<file path="src/rtl/cbf_pkg.sv">
// ----------------------------------------------------------------------------
// cbf_pkg
// Shared types, constants and helpers for the cubic Bezier flattener.
// ----------------------------------------------------------------------------
package cbf_pkg;

  localparam int COORD_BITS      = 32;
  localparam int MAX_DEPTH       = 6;
  localparam int STACK_SLOTS     = 6;
  localparam int VERTEX_CAPACITY = 4096;
  localparam int CNT_W           = 13;
  localparam int IDX_W           = 12;
  localparam int LEN_W           = 31;
  localparam int SP_W            = 3;
  localparam int LVL_W           = 3;
  localparam int DIST_W          = 37;

  typedef logic signed [COORD_BITS-1:0] coord_t;

  localparam coord_t COORD_MAX = {1'b0, {(COORD_BITS-1){1'b1}}};
  localparam coord_t COORD_MIN = {1'b1, {(COORD_BITS-1){1'b0}}};

  // Configuration register indexes
  typedef enum logic [1:0] {
    REG_MIN_LEN   = 2'd0,
    REG_FLAT_LIM  = 2'd1,
    REG_TRACK_BND = 2'd2
  } reg_idx_t;

  typedef enum logic [3:0] {
    ST_IDLE,
    ST_FLAT,
    ST_SPLIT,
    ST_LEN,
    ST_MUL,
    ST_EMIT,
    ST_NEXT,
    ST_LOAD,
    ST_FINISH
  } state_t;

  // One right half waiting on the stack
  typedef struct packed {
    logic [LVL_W-1:0] level;
    coord_t [3:0]     xs;
    coord_t [3:0]     ys;
  } stk_row_t;

  // One result record
  typedef struct packed {
    logic             has;
    coord_t           x;
    coord_t           y;
    logic [IDX_W-1:0] idx;
    logic             ovf;
    coord_t           min_x;
    coord_t           min_y;
    coord_t           max_x;
    coord_t           max_y;
  } vtx_t;

  typedef struct packed {
    logic emit;
    logic finish;
  } out_ctl_t;

  // Floor of the average, exact
  function automatic coord_t mid2(input coord_t a, input coord_t b);
    logic signed [COORD_BITS:0] s;
    s = {a[COORD_BITS-1], a} + {b[COORD_BITS-1], b};
    return s[COORD_BITS:1];
  endfunction

endpackage

</file>
<file path="src/rtl/cbf_out.sv">
// ----------------------------------------------------------------------------
// cbf_out
// Holds the newest vertex back until the next one or the end of the curve is
// known, so the final item can carry last, and drives the result register.
// ----------------------------------------------------------------------------
module cbf_out
  import cbf_pkg::*;
(
  input  logic             clk,
  input  logic             rst_n,
  input  out_ctl_t         ctl,
  input  vtx_t             vin,
  output logic             ready,
  input  logic             out_stall,
  output logic             out_valid,
  output logic             out_has_vertex,
  output logic [31:0]      out_vertex_x,
  output logic [31:0]      out_vertex_y,
  output logic [IDX_W-1:0] out_vertex_index,
  output logic             out_index_overflow,
  output logic [31:0]      out_bound_min_x,
  output logic [31:0]      out_bound_min_y,
  output logic [31:0]      out_bound_max_x,
  output logic [31:0]      out_bound_max_y,
  output logic             out_last
);

  logic out_valid_r, out_valid_nxt;
  logic out_last_r, out_last_nxt;
  vtx_t out_r, out_nxt;
  logic pend_v_r, pend_v_nxt;
  vtx_t pend_r, pend_nxt;
  logic free;

  assign free  = !out_valid_r || !out_stall;
  assign ready = free;

  // Move held vertex out on a new one; flush on finish
  always_comb begin
    out_valid_nxt = out_valid_r;
    out_last_nxt  = out_last_r;
    out_nxt       = out_r;
    pend_v_nxt    = pend_v_r;
    pend_nxt      = pend_r;
    if (ctl.emit && free) begin
      if (pend_v_r) begin
        out_nxt       = pend_r;
        out_last_nxt  = 1'b0;
        out_valid_nxt = 1'b1;
      end else begin
        out_valid_nxt = 1'b0;
      end
      pend_nxt   = vin;
      pend_v_nxt = 1'b1;
    end else if (ctl.finish && free) begin
      out_nxt       = pend_v_r ? pend_r : vin;
      out_last_nxt  = 1'b1;
      out_valid_nxt = 1'b1;
      pend_v_nxt    = 1'b0;
    end else if (!out_stall) begin
      out_valid_nxt = 1'b0;
    end
  end

  always_ff @(posedge clk) begin
    if (!rst_n) begin
      out_valid_r <= 1'b0;
      pend_v_r    <= 1'b0;
    end else begin
      out_valid_r <= out_valid_nxt;
      pend_v_r    <= pend_v_nxt;
    end
    out_r      <= out_nxt;
    out_last_r <= out_last_nxt;
    pend_r     <= pend_nxt;
  end

  assign out_valid          = out_valid_r;
  assign out_has_vertex     = out_r.has;
  assign out_vertex_x       = out_r.x;
  assign out_vertex_y       = out_r.y;
  assign out_vertex_index   = out_r.idx;
  assign out_index_overflow = out_r.ovf;
  assign out_bound_min_x    = out_r.min_x;
  assign out_bound_min_y    = out_r.min_y;
  assign out_bound_max_x    = out_r.max_x;
  assign out_bound_max_y    = out_r.max_y;
  assign out_last           = out_last_r;

endmodule

</file>
<file path="config.mk">
export PLATFORM = sky130hd
export DESIGN_NAME = cbf_out
export DESIGN_NICKNAME = d
export VERILOG_FILES = /design/src/rtl/cbf_pkg.sv /design/src/rtl/cbf_out.sv
export SDC_FILE = /design/constraint.sdc
export NUM_CORES = 1
export LEC_CHECK = 0
export ABC_AREA = 1
export BUFFER_PORTS_ARGS = -buffer_cell sky130_fd_sc_hd__clkbuf_2
export CORE_AREA = 2 2 194 196
export CTS_CLUSTER_SIZE = 12
export DETAILED_ROUTE_END_ITERATION = 10
export DIE_AREA = 0 0 196 198
export PLACE_DENSITY_LB_ADDON = 0.15
export SYNTH_ARGS = -nofsm -noshare
export SYNTH_HDL_FRONTEND = slang
export SYNTH_SLANG_ARGS = --single-unit
export TNS_END_PERCENT = 100
</file>
<file path="constraint.sdc">
create_clock -name clk -period 15.9 [get_ports clk]
set_input_delay 0 -clock clk [delete_from_list [all_inputs] [get_ports clk]]
set_output_delay 0 -clock clk [all_outputs]
set_load 0.05 [all_outputs]
</file>
==> impl_results.md <==
* # IOs at 420
* FP Rows at 71
* Number of buffers created by CTS at 45
* Final Slew Violations at 0
* Worst Hold Class: input pin to register
* Die height at 198 um
* Chip width at 196 um
* Yosys reg bits at 415
* Most common cell after layout, fill and taps aside: nand2_1
* Clock Latency Late Sink at 0.56 ns
* Setup CP Type: register to register
* Setup_tns at 0 ns
* Crit-path most repeated cell: buf_4
* Placement Setup Slack at 11.69 ns
* Critical path peak fanout at 114
* RSZ-0062 raised after global routing: false
* ANT nets after route at 0
* Rel. slew slack at 17.4%
* Top delay family on crit path: buffers and inverters
* Initial detailed-routing violation count at 985
* Crit-path slowest cell: o21ai_4
* Post-CTS Resized at 0
* Vias per inst at 4.88
* Post-route DRC at 0
* Core region area at 0.0370 mm^2
* CTS tree: yes
* R2R Path Start: pend_v_r
* Worst-Margin Slew at 1.23 ns
* Clk sinks at 415
* Sequential share of the synthesized area at 70.0%
* Initial core utilization at 48.1%
* GR Util All Layers at 23.0%
* Die Area at 0.0388 mm^2
* Routability cong. at 0.814
* Clk slew on worst S/H paths at 0.06 ns
* Period utilization at 26.4%
* Pwr Density at 120 mW/mm^2
* Yosys warns at 0
* Synth Instances at 1758
* Setup ws final at 11.70 ns
* Clock Tree Buf Depth at 3
* Hold Crit Start: vin[3]
* Vias in the first global route at 13.2k
* H-tree Lvls at 2
* Routed WL per cell at 15.9 um
* Root Driver: clkbuf_16
* Layout area overhead at 31.8%
* Most frequent cells in the layout: nand2_1 (1239), clkbuf_2 (419), edfxtp_1 (413)
* Number of detailed-route iterations in the first pass at 7
* Total Wirelength at 45600 um
* Peak VDD IR at 0.0899 mV
* WP data required at 16.08 ns
* Endpoints failing setup at 0
* Final Util at 63.4%
* Critical Path Source: pend_v_r
* P_leak at 11.0 nW
* First-pass GRT wire length at 70400 um
* F_max at 0.238 GHz
* Register-to-register setup slack at 11.70 ns
* Clock skew at 0.0135 ns
* Largest net degree at the start of global routing at 242
* Worst setup SP type: register
* Count of different cell masters after synthesis at 15
* Post-route minimum period at 4.20 ns
* CP cell instances: inv_6 > o21ai_4 > buf_4 > buf_4
* Netlist Area Pre-Place at 0.0178 mm^2
* Total gr overflow at 0
* Max-Cap Viols at 0
* Share of layout cells above drive strength 1 at 20.6%
* Post-CTS setup buffers at 0
* Initial antenna violation count at 3
* Post-DP HPWL at 26300 um
* Final cell count without fillers at 2862
* Synthesized area per cell at 10.1 um^2
* I/O Buffers at 419
* Mapped Nets at 1969
* Critical Path AT at 4.38 ns
* Routed via count at 14.0k
* CP bufs+invs at 3
* Outcome: completed
* Final Hold Fails at 0
* DP Cell Count at 2571
* Worst setup EP type: register
* Slowest Stage Delay on Critical Path at 1.11 ns
* Nets@finish at 2566
## layer usage
layer	global-route usage (%)	routed length [um]	up-vias	share of wire [%]
li1	-	-	6866	-
met1	31.4	19500	6469	43
met2	36.0	20700	547	45
met3	5.83	4000	89	8.8
met4	7.80	1410	0	3.1
met5	0	0	-	0
## worst paths after layout
path                          to  cells after the start
min                    pend_r[3]                      2
min reg2reg  out_bound_min_x[17]                      2
max reg2reg  out_bound_min_x[27]                      4
max          out_bound_min_x[27]                      4
## sequential cells by signal, indices dropped and copies added, names as in the netlist, 12 cells and up
| name | cells |
|---|---|
| out_bound_max_x | 32 |
| pend_r | 206 |
| out_vertex_y | 32 |
| out_vertex_index | 12 |
| out_bound_min_x | 32 |
| out_vertex_x | 32 |
| out_bound_min_y | 32 |
| out_bound_max_y | 32 |
## kinds of logic after synthesis
family / synth area share (%)
flops: 70.0
simple gates: 26.3
compound gates: 0.0563
buf+inv: 3.63
## area by class of cell
| class | instances | area, um^2 |
|---|---|---|
| clock buffer | 57 | 1240 |
| antenna | 3 | 7.51 |
| fill | 2952 | 13500 |
| multi-input combinational | 1247 | 4710 |
| clock inverter | 20 | 106 |
| inverter | 6 | 43.8 |
| timing repair buffer | 640 | 4280 |
| sequential | 415 | 12400 |
| tap | 474 | 593 |
## metrics by stage
stage | instance area, um^2 | total power [W] | hold slack, ns
after floorplan | 17800 | 0.00170 | 0.0989
after global placement | 20000 | 0.00180 | 0.195
after detailed placement | 20000 | 0.00181 | 0.194
after CTS | 23400 | 0.00283 | 0.129
after global routing | 23400 | 0.00291 | 0.160
final | 23400 | 0.00281 | 0.167
## report_power, final
group | switching, W | internal, W
clock | 0.000415 | 0.000561
sequential | 0.0000352 | 0.00131
combinational | 0.000348 | 0.000133
## Yosys cell counts
cell / count / area share (%)
o21ai_0: 1 / 0.028
dfxtp_1: 2 / 0.23
clkbuf_1: 14 / 0.30
inv_4: 2 / 0.070
nand3_1: 1 / 0.028
nand2_1: 1239 / 26
buf_8: 1 / 0.084
a21oi_1: 1 / 0.028
buf_2: 41 / 1.2
buf_4: 10 / 0.42
nor2_1: 3 / 0.063
inv_1: 4 / 0.084
nand2_2: 2 / 0.070
edfxtp_1: 413 / 70
buf_6: 24 / 1.5
## what timing repair did
item,CTS,global route
endpoints found under the hold margin,414,0
setup endpoints to repair,0,0
hold buffers,211,0
Note: power is estimated with default switching activity, not from simulation.
