## src/rtl/cbf_pkg.sv

```systemverilog
// ----------------------------------------------------------------------------
// cbf_pkg
// Shared types, constants and helpers for the cubic Bezier flattener.
// ----------------------------------------------------------------------------
package cbf_pkg;

  localparam int COORD_BITS      = 32;
  localparam int MAX_DEPTH       = 6;
  localparam int STACK_SLOTS     = 6;
  localparam int VERTEX_CAPACITY = 4096;
  localparam int CNT_W           = 13;
  localparam int IDX_W           = 12;
  localparam int LEN_W           = 31;
  localparam int SP_W            = 3;
  localparam int LVL_W           = 3;
  localparam int DIST_W          = 37;

  typedef logic signed [COORD_BITS-1:0] coord_t;

  localparam coord_t COORD_MAX = {1'b0, {(COORD_BITS-1){1'b1}}};
  localparam coord_t COORD_MIN = {1'b1, {(COORD_BITS-1){1'b0}}};

  // Configuration register indexes
  typedef enum logic [1:0] {
    REG_MIN_LEN   = 2'd0,
    REG_FLAT_LIM  = 2'd1,
    REG_TRACK_BND = 2'd2
  } reg_idx_t;

  typedef enum logic [3:0] {
    ST_IDLE,
    ST_FLAT,
    ST_SPLIT,
    ST_LEN,
    ST_MUL,
    ST_EMIT,
    ST_NEXT,
    ST_LOAD,
    ST_FINISH
  } state_t;

  // One right half waiting on the stack
  typedef struct packed {
    logic [LVL_W-1:0] level;
    coord_t [3:0]     xs;
    coord_t [3:0]     ys;
  } stk_row_t;

  // One result record
  typedef struct packed {
    logic             has;
    coord_t           x;
    coord_t           y;
    logic [IDX_W-1:0] idx;
    logic             ovf;
    coord_t           min_x;
    coord_t           min_y;
    coord_t           max_x;
    coord_t           max_y;
  } vtx_t;

  typedef struct packed {
    logic emit;
    logic finish;
  } out_ctl_t;

  // Floor of the average, exact
  function automatic coord_t mid2(input coord_t a, input coord_t b);
    logic signed [COORD_BITS:0] s;
    s = {a[COORD_BITS-1], a} + {b[COORD_BITS-1], b};
    return s[COORD_BITS:1];
  endfunction

endpackage

```

## src/rtl/cbf_stack.sv

```systemverilog
// ----------------------------------------------------------------------------
// cbf_stack
// Row memory for pending right halves; one row write and one read per cycle.
// ----------------------------------------------------------------------------
module cbf_stack
  import cbf_pkg::*;
(
  input  logic            clk,
  input  logic            wr_en,
  input  logic [SP_W-1:0] wr_addr,
  input  stk_row_t        wr_data,
  input  logic            rd_en,
  input  logic [SP_W-1:0] rd_addr,
  output stk_row_t        rd_data
);

  stk_row_t mem [STACK_SLOTS];
  stk_row_t rd_data_r;

  // Write one row
  always_ff @(posedge clk) begin
    if (wr_en) begin
      mem[wr_addr] <= wr_data;
    end
  end

  // Registered read
  always_ff @(posedge clk) begin
    if (rd_en) begin
      rd_data_r <= mem[rd_addr];
    end
  end

  assign rd_data = rd_data_r;

endmodule

```

## config.mk

```make
export PLATFORM = sky130hd
export DESIGN_NAME = cbf_stack
export DESIGN_NICKNAME = d
export VERILOG_FILES = /design/src/rtl/cbf_pkg.sv /design/src/rtl/cbf_stack.sv
export SDC_FILE = /design/constraint.sdc
export NUM_CORES = 1
export LEC_CHECK = 0
export BUFFER_PORTS_ARGS = -buffer_cell sky130_fd_sc_hd__clkbuf_2
export CAP_MARGIN = 20
export CORE_ASPECT_RATIO = 0.8
export CORE_MARGIN = 1
export CORE_UTILIZATION = 40
export CTS_BUF_LIST = sky130_fd_sc_hd__clkbuf_4
export DETAILED_ROUTE_END_ITERATION = 7
export GPL_TIMING_DRIVEN = 1
export HOLD_SLACK_MARGIN = 0.1
export SLEW_MARGIN = 20
export SYNTH_ARGS = -nofsm -noshare
export SYNTH_HDL_FRONTEND = slang
export SYNTH_SLANG_ARGS = --single-unit
```

## constraint.sdc

```tcl
create_clock -name clk -period 48.5 [get_ports clk]
set_input_delay 2.425 -clock clk [delete_from_list [all_inputs] [get_ports clk]]
set_output_delay 2.425 -clock clk [all_outputs]
set_load 0.01 [all_outputs]
```

==> reports/metrics.cfg, run 1 <==
[run_status]
run_status = finished clean

[sta]
fin_hold_ws_ns = 0.542
period_needed_ns = 6.09
clock_skew_ns = 0.0916
rsz0062_at_grt = false
finalHoldViolations = 0
fin_crit_sh = 0.126
final-setup-viol-count = 0
worst_pin_slew_ns = 1.01
tns_ns = 0
final_max_slew_viol_count = 0
fin_ws_ns = 42.41
slew_headroom = 0.326
fmax_ghz = 0.164

[floorplan]
pin_count = 527
fp.coreArea_mm2 = 0.165
fp.dieH_um = 368
die_area_mm2 = 0.169
die_x_um = 459
start_util = 0.405
row_count = 133

[min_path]
hold_path_class = reg2reg
hold_start = mem[4][258]
whs_endpoint = rd_data[258]
hold_depth = 2

[cells_and_area]
finalNonFillerCells = 6679
nFillCells = 14200
final_cell_area_mm2 = 0.0771
final_core_utilization = 0.467
area_growth_pct = 15.2
drive_gt1_frac = 0.397
fin_nets = 4426

[synthesis]
yosys_warnings = 0
synth_ff_type = edfxtp_1
seq_area_frac_synth = 0.813
synth_area_leaders = edfxtp_1 (81%), mux2_2 (8.7%), mux2i_1 (3.9%)
async_flop_share = 0
synth-edff-count = 1813
yosysMostFrequentCell = edfxtp_1
syn_inst = 3293
ys_seq_elements = 1813
avgSynthCellArea_um2 = 20.3
synth_common_cells = edfxtp_1 (1,813), mux2_2 (518), a21oi_1 (259), mux2i_1 (259), o22ai_1 (259)
synthDistinctLibCells = 16
synth_nets = 3561
synth_area_leader_cell = edfxtp_1
netlist.area_leader.share = 0.813
netlist_area_mm2 = 0.0669

[cts]
cts.sinks = 1813
clockBufferDepth = 4
clkLatencyLatePin_ns = 1.35
cts_buffers = 450
cts.hold.buffers_added = 0
clk_pin_slew_ns = 0.08
cts_tree = yes
cts_setup_buffers = 0
cts-resized-gates = 0
clockRootBuffer = clkbuf_4
htreeDepth = 5

[critical_path]
crit_type = in2reg
critPathArrivalTime_ns = 7.08
cp-end-kind = register
crit_fanout = 112
reg2reg_slack_ns = 47.27
crit_required_ns = 49.49
r2r-end = rd_data[0]
critPathLaunchType = input port
r2r-start = mem[3][0]
ff2ff_path_depth = 3

[power_and_ir_drop]
leakage_nw = 26.5
p_sw_mw = 0.706
total_power_mw = 3.17
comb_power_share = 0.055
pwr-share-seq = 0.569
clock_power_share = 0.375
p_int_mw = 2.47
ir_drop_mv = 0.0286
power.density_mw_per_mm2 = 41.1
p_sw_frac = 0.222

[routing]
dr.first_iter.drc_count = 2142
avgRoutedWirePerCell_um = 22.4
vias = 33800
ant_nets = 0
wirelength_um = 150000
dr.pass1.iters = 5
post-route-drc-count = 0
vias_per_cell = 5.07

[place]
place_inst = 5933
io_buffers = 526
detailedPlacementHpwl_um = 79200
dpl_worst_slack_ns = 40.99
place_area_mm2 = 0.0718
gp_congestion = 0.741

[global_route]
grt_antenna_before_repair = 20
grt_pass1_wl_um = 222000
grt_max_degree = 133
overflow = 0
grt_pass1_vias = 35200
track_usage = 0.175

[job]
cap_violations = 0

kinds of logic (layout without fill, tap and decap cells):
kind of cell,Yosys count,after routing,share of synthesized area
flops,1813,1813,0.813
mux,777,777,0.126
compound gates,518,518,0.0436
buf+inv,173,1318,0.0162
simple gates,12,12,0.000897
other cells,0,14,0
state kept, by name, summed over array words and instances, names as in the netlist:
signal   cells
mem       1554
rd_data    259
layout make-up:
cell class | count | area, µm² | share of cell area
sequential | 1813 | 54400 | 0.706
multi-input combinational | 1307 | 11500 | 0.149
clock buffer | 620 | 4650 | 0.0604
timing repair buffer | 586 | 3160 | 0.0410
tap | 2227 | 2790 | 0.0361
clock inverter | 112 | 582 | 0.00754
antenna | 14 | 35.0 | 0.000454
worst max-delay path by stage:
stage | cells past startpoint | slack (ns) | startpoint | endpoint
finish | 8 | 42.41 | rd_addr[0] | rd_data[221]
global route | 8 | 42.28 | rd_addr[0] | rd_data[220]
CTS | 8 | 42.53 | rd_addr[0] | rd_data[225]
detailed placement | 8 | 40.99 | rd_addr[0] | rd_data[196]
global placement | 8 | 41.10 | rd_addr[0] | rd_data[221]
floorplan | 1 | 27.10 | wr_addr[2] | mem[0][0]
cell usage in the layout, fill, tap and decap left out:
cell	instances
edfxtp_1	1813
clkbuf_4	620
clkbuf_2	523
mux2_2	518
mux2i_1	259
o22ai_1	259
a21oi_1	259
clkinv_1	84
buf_4	56
clkinv_2	18
diode_2	14
bufinv_16	5
nor2_4	4
buf_12	4
nand2b_1	3
inv_2	3
buf_8	3
nor3_2	2
clkinvlp_4	2
nand2b_4	1
or2_4	1
nand2_1	1
critical path, stage by stage:
cell and delay (ns):
buf_8 0.70, buf_4 0.90, buf_4 0.87, buf_4 0.66, buf_4 0.70, mux2_2 0.42
o22ai_1 0.15, a21oi_1 0.06
power by group through the flow:
stage / Clock [mW] / Sequential, mW / Combinational [mW]
CTS: 1.24 / 1.81 / 0.179
global placement: 0 / 1.84 / 0.175
detailed placement: 0 / 1.84 / 0.178
finish: 1.19 / 1.81 / 0.175
floorplan: 0 / 1.86 / 0.0900
global route: 1.32 / 1.81 / 0.190
routing by layer:
metal	track usage	routed length (µm)	up-vias	part of all wire
met5	0	55	-	0.00037
met4	0.0547	2930	10	0.020
met3	0.0525	9360	255	0.062
met2	0.291	74900	936	0.50
met1	0.219	62700	17300	0.42
li1	-	-	15400	-
No activity file was read; power rests on OpenSTA's default activity.
==> inputs of run 2 (changes only) <==
--- a/config.mk
+++ b/config.mk
@@ -5,6 +5,7 @@
 export SDC_FILE = /design/constraint.sdc
 export NUM_CORES = 1
 export LEC_CHECK = 0
+export ABC_AREA = 1
 export BUFFER_PORTS_ARGS = -buffer_cell sky130_fd_sc_hd__clkbuf_2
 export CAP_MARGIN = 20
 export CORE_ASPECT_RATIO = 0.8
==> constraint.sdc (replaced) <==
create_clock -name clk -period 5.7 [get_ports clk]
set_input_delay 0.285 -clock clk [delete_from_list [all_inputs] [get_ports clk]]
set_output_delay 0.285 -clock clk [all_outputs]
set_load 0.01 [all_outputs]
==> reports/metrics.cfg, run 2 <==
[synthesis]
async_flop_share = 0
synthDistinctLibCells = 14
seq_area_frac_synth = 0.802
netlist.area_leader.share = 0.802
netlist_area_mm2 = 0.0679
yosys_warnings = 0
synth-edff-count = 1813
synth_common_cells = edfxtp_1 (1,813), nand2_1 (1,300), nand3_1 (777)
synth_area_leaders = edfxtp_1 (80%), nand2_1 (7.2%), nand3_1 (5.7%)
synth_nets = 5234
syn_inst = 4966
avgSynthCellArea_um2 = 13.7
ys_seq_elements = 1813
synth_area_leader_cell = edfxtp_1
yosysMostFrequentCell = edfxtp_1
synth_ff_type = edfxtp_1

[sta]
rsz0062_at_grt = false
final-setup-viol-count = 0
period_needed_ns = 3.57
finalHoldViolations = 0
worst_pin_slew_ns = 1.20
tns_ns = 0
fmax_ghz = 0.280
clock_skew_ns = 0.116
fin_ws_ns = 2.13
fin_crit_sh = 0.626
final_max_slew_viol_count = 0
slew_headroom = 0.203
fin_hold_ws_ns = 0.288

[critical_path]
critPathArrivalTime_ns = 4.79
reg2reg_slack_ns = 3.12
critPathLaunchType = input port
r2r-end = rd_data[238]
cp-end-kind = register
r2r-start = mem[3][238]
crit_required_ns = 6.92
crit_type = in2reg
crit_fanout = 113
ff2ff_path_depth = 7

[global_route]
overflow = 0
grt_pass1_wl_um = 256000
grt_pass1_vias = 43200
grt_max_degree = 204
grt_util_met3 = 0.0439
track_usage = 0.194
grt_antenna_before_repair = 20
grtUsageMet2 = 0.319
use_met1 = 0.253
busiest_layer = met2

[cts]
htreeDepth = 5
clockRootBuffer = clkbuf_4
cts_buffers = 449
cts_setup_buffers = 0
clk_pin_slew_ns = 0.07
cts_tree = yes
clockBufferDepth = 4
clkLatencyLatePin_ns = 1.36
cts.sinks = 1813

[cells_and_area]
finalNonFillerCells = 8826
area_growth_pct = 23.4
final_common_cell = edfxtp_1
drive_gt1_frac = 0.191
nFillCells = 14500
layout_common_cells = edfxtp_1 (1,813), nand2_1 (1,300), nand3_1 (777), clkbuf_4 (634), dlygate4sd3_1 (544)
top_register = mem
largest_reg_flops = 1554
fin_nets = 6532
final_cell_area_mm2 = 0.0837

[power_and_ir_drop]
p_sw_mw = 6.34
p_sw_frac = 0.231
p_int_mw = 21.2
pwr-share-seq = 0.559
power.density_mw_per_mm2 = 328
comb_power_share = 0.069
clock_power_share = 0.371
ir_drop_mv = 0.196
leakage_nw = 31.0

[floorplan]
die_area_mm2 = 0.171
fp.dieH_um = 370
fp.coreArea_mm2 = 0.168
start_util = 0.405
pin_count = 527
row_count = 134
die_x_um = 463

[routing]
vias = 43300
dr.first_iter.drc_count = 3370
dr.pass1.iters = 5
post-route-drc-count = 0
ant_nets = 0
vias_per_cell = 4.91
avgRoutedWirePerCell_um = 19.1
wirelength_um = 169000

[min_path]
whs_endpoint = mem[1][20]
hold_start = wr_addr[0]
hold_path_class = in2reg
hold_depth = 4

[place]
io_buffers = 526
gp_congestion = 0.750
dpl_worst_slack_ns = 2.92
place_inst = 7511
detailedPlacementHpwl_um = 84700
place_area_mm2 = 0.0729

[run_status]
run_status = finished clean

[job]
cap_violations = 0

## run 2: changes by cell type after synthesis, moves of 93 or more
cell,before,now
mux2i_1,259,0
o22ai_1,259,0
mux2_2,518,0
buf_2,63,156
nor2_1,4,524
a21oi_1,259,0
nand2_1,1,1300
o21ai_0,0,259
nand3_1,0,777
## run 2: how the worst max path moves through the flow
stage | from | end | slack (ns) | depth (start not counted)
floorplan | wr_addr[2] | mem[2][0] | -1.98 | 3
global placement | rd_addr[0] | rd_data[90] | 2.93 | 7
detailed placement | rd_addr[0] | rd_data[133] | 2.92 | 7
CTS | rd_addr[0] | rd_data[238] | 2.39 | 11
global route | rd_addr[0] | rd_data[238] | 2.14 | 11
finish | rd_addr[0] | rd_data[238] | 2.13 | 11
## run 2: worst max-delay path: stages
cell,delay [ns]
dlygate4sd3_1,0.56
buf_8,0.28
inv_8,0.60
buf_4,0.80
nand2_1,0.11
nand3_1,0.10
dlygate4sd3_1,0.55
nand3_1,0.06
dlygate4sd3_1,0.59
nand2_1,0.07
dlygate4sd3_1,0.54
## run 2: metal layers
metal  routed length [µm]  part of all wire
met1                71400              0.42
met2                82400              0.49
met3                10800             0.064
met4                 4160             0.025
met5                   74           0.00044
## run 2: power groups by stage
stage	Combinational (mW)	Clock [mW]	Sequential (mW)
2_1_floorplan	0.779	0	15.8
3_3_place_gp	1.58	0	15.7
3_5_place_dp	1.60	0	15.7
4_1_cts	1.93	10.5	15.4
5_1_grt	2.11	11.2	15.4
6_report	1.91	10.2	15.4
## run 2: cell families after synthesis
kind of cell	Yosys count	share of synthesized area
buf+inv	293	0.0205
compound gates	259	0.0191
flops	1813	0.802
simple gates	2601	0.158
## run 2: layout make-up
type	instances	area (µm²)	area share
clock inverter	116	544	0.00650
multi-input combinational	2860	12100	0.144
antenna	19	47.5	0.000568
inverter	6	45.0	0.000538
tap	2244	2810	0.0335
timing repair buffer	1134	9020	0.108
clock buffer	634	4760	0.0568
sequential	1813	54400	0.650
## run 2: per-stage QoR
stage               power [mW]  utilization
floorplan                 16.5            -
global placement          17.2        0.435
detailed placement        17.3        0.435
CTS                       27.9        0.499
global route              28.7        0.499
finish                    27.5        0.499
## run 2: what timing repair did
item	in CTS	in global routing
hold endpoints to repair	3504	0
hold buffers	546	0
resized for setup	0	0
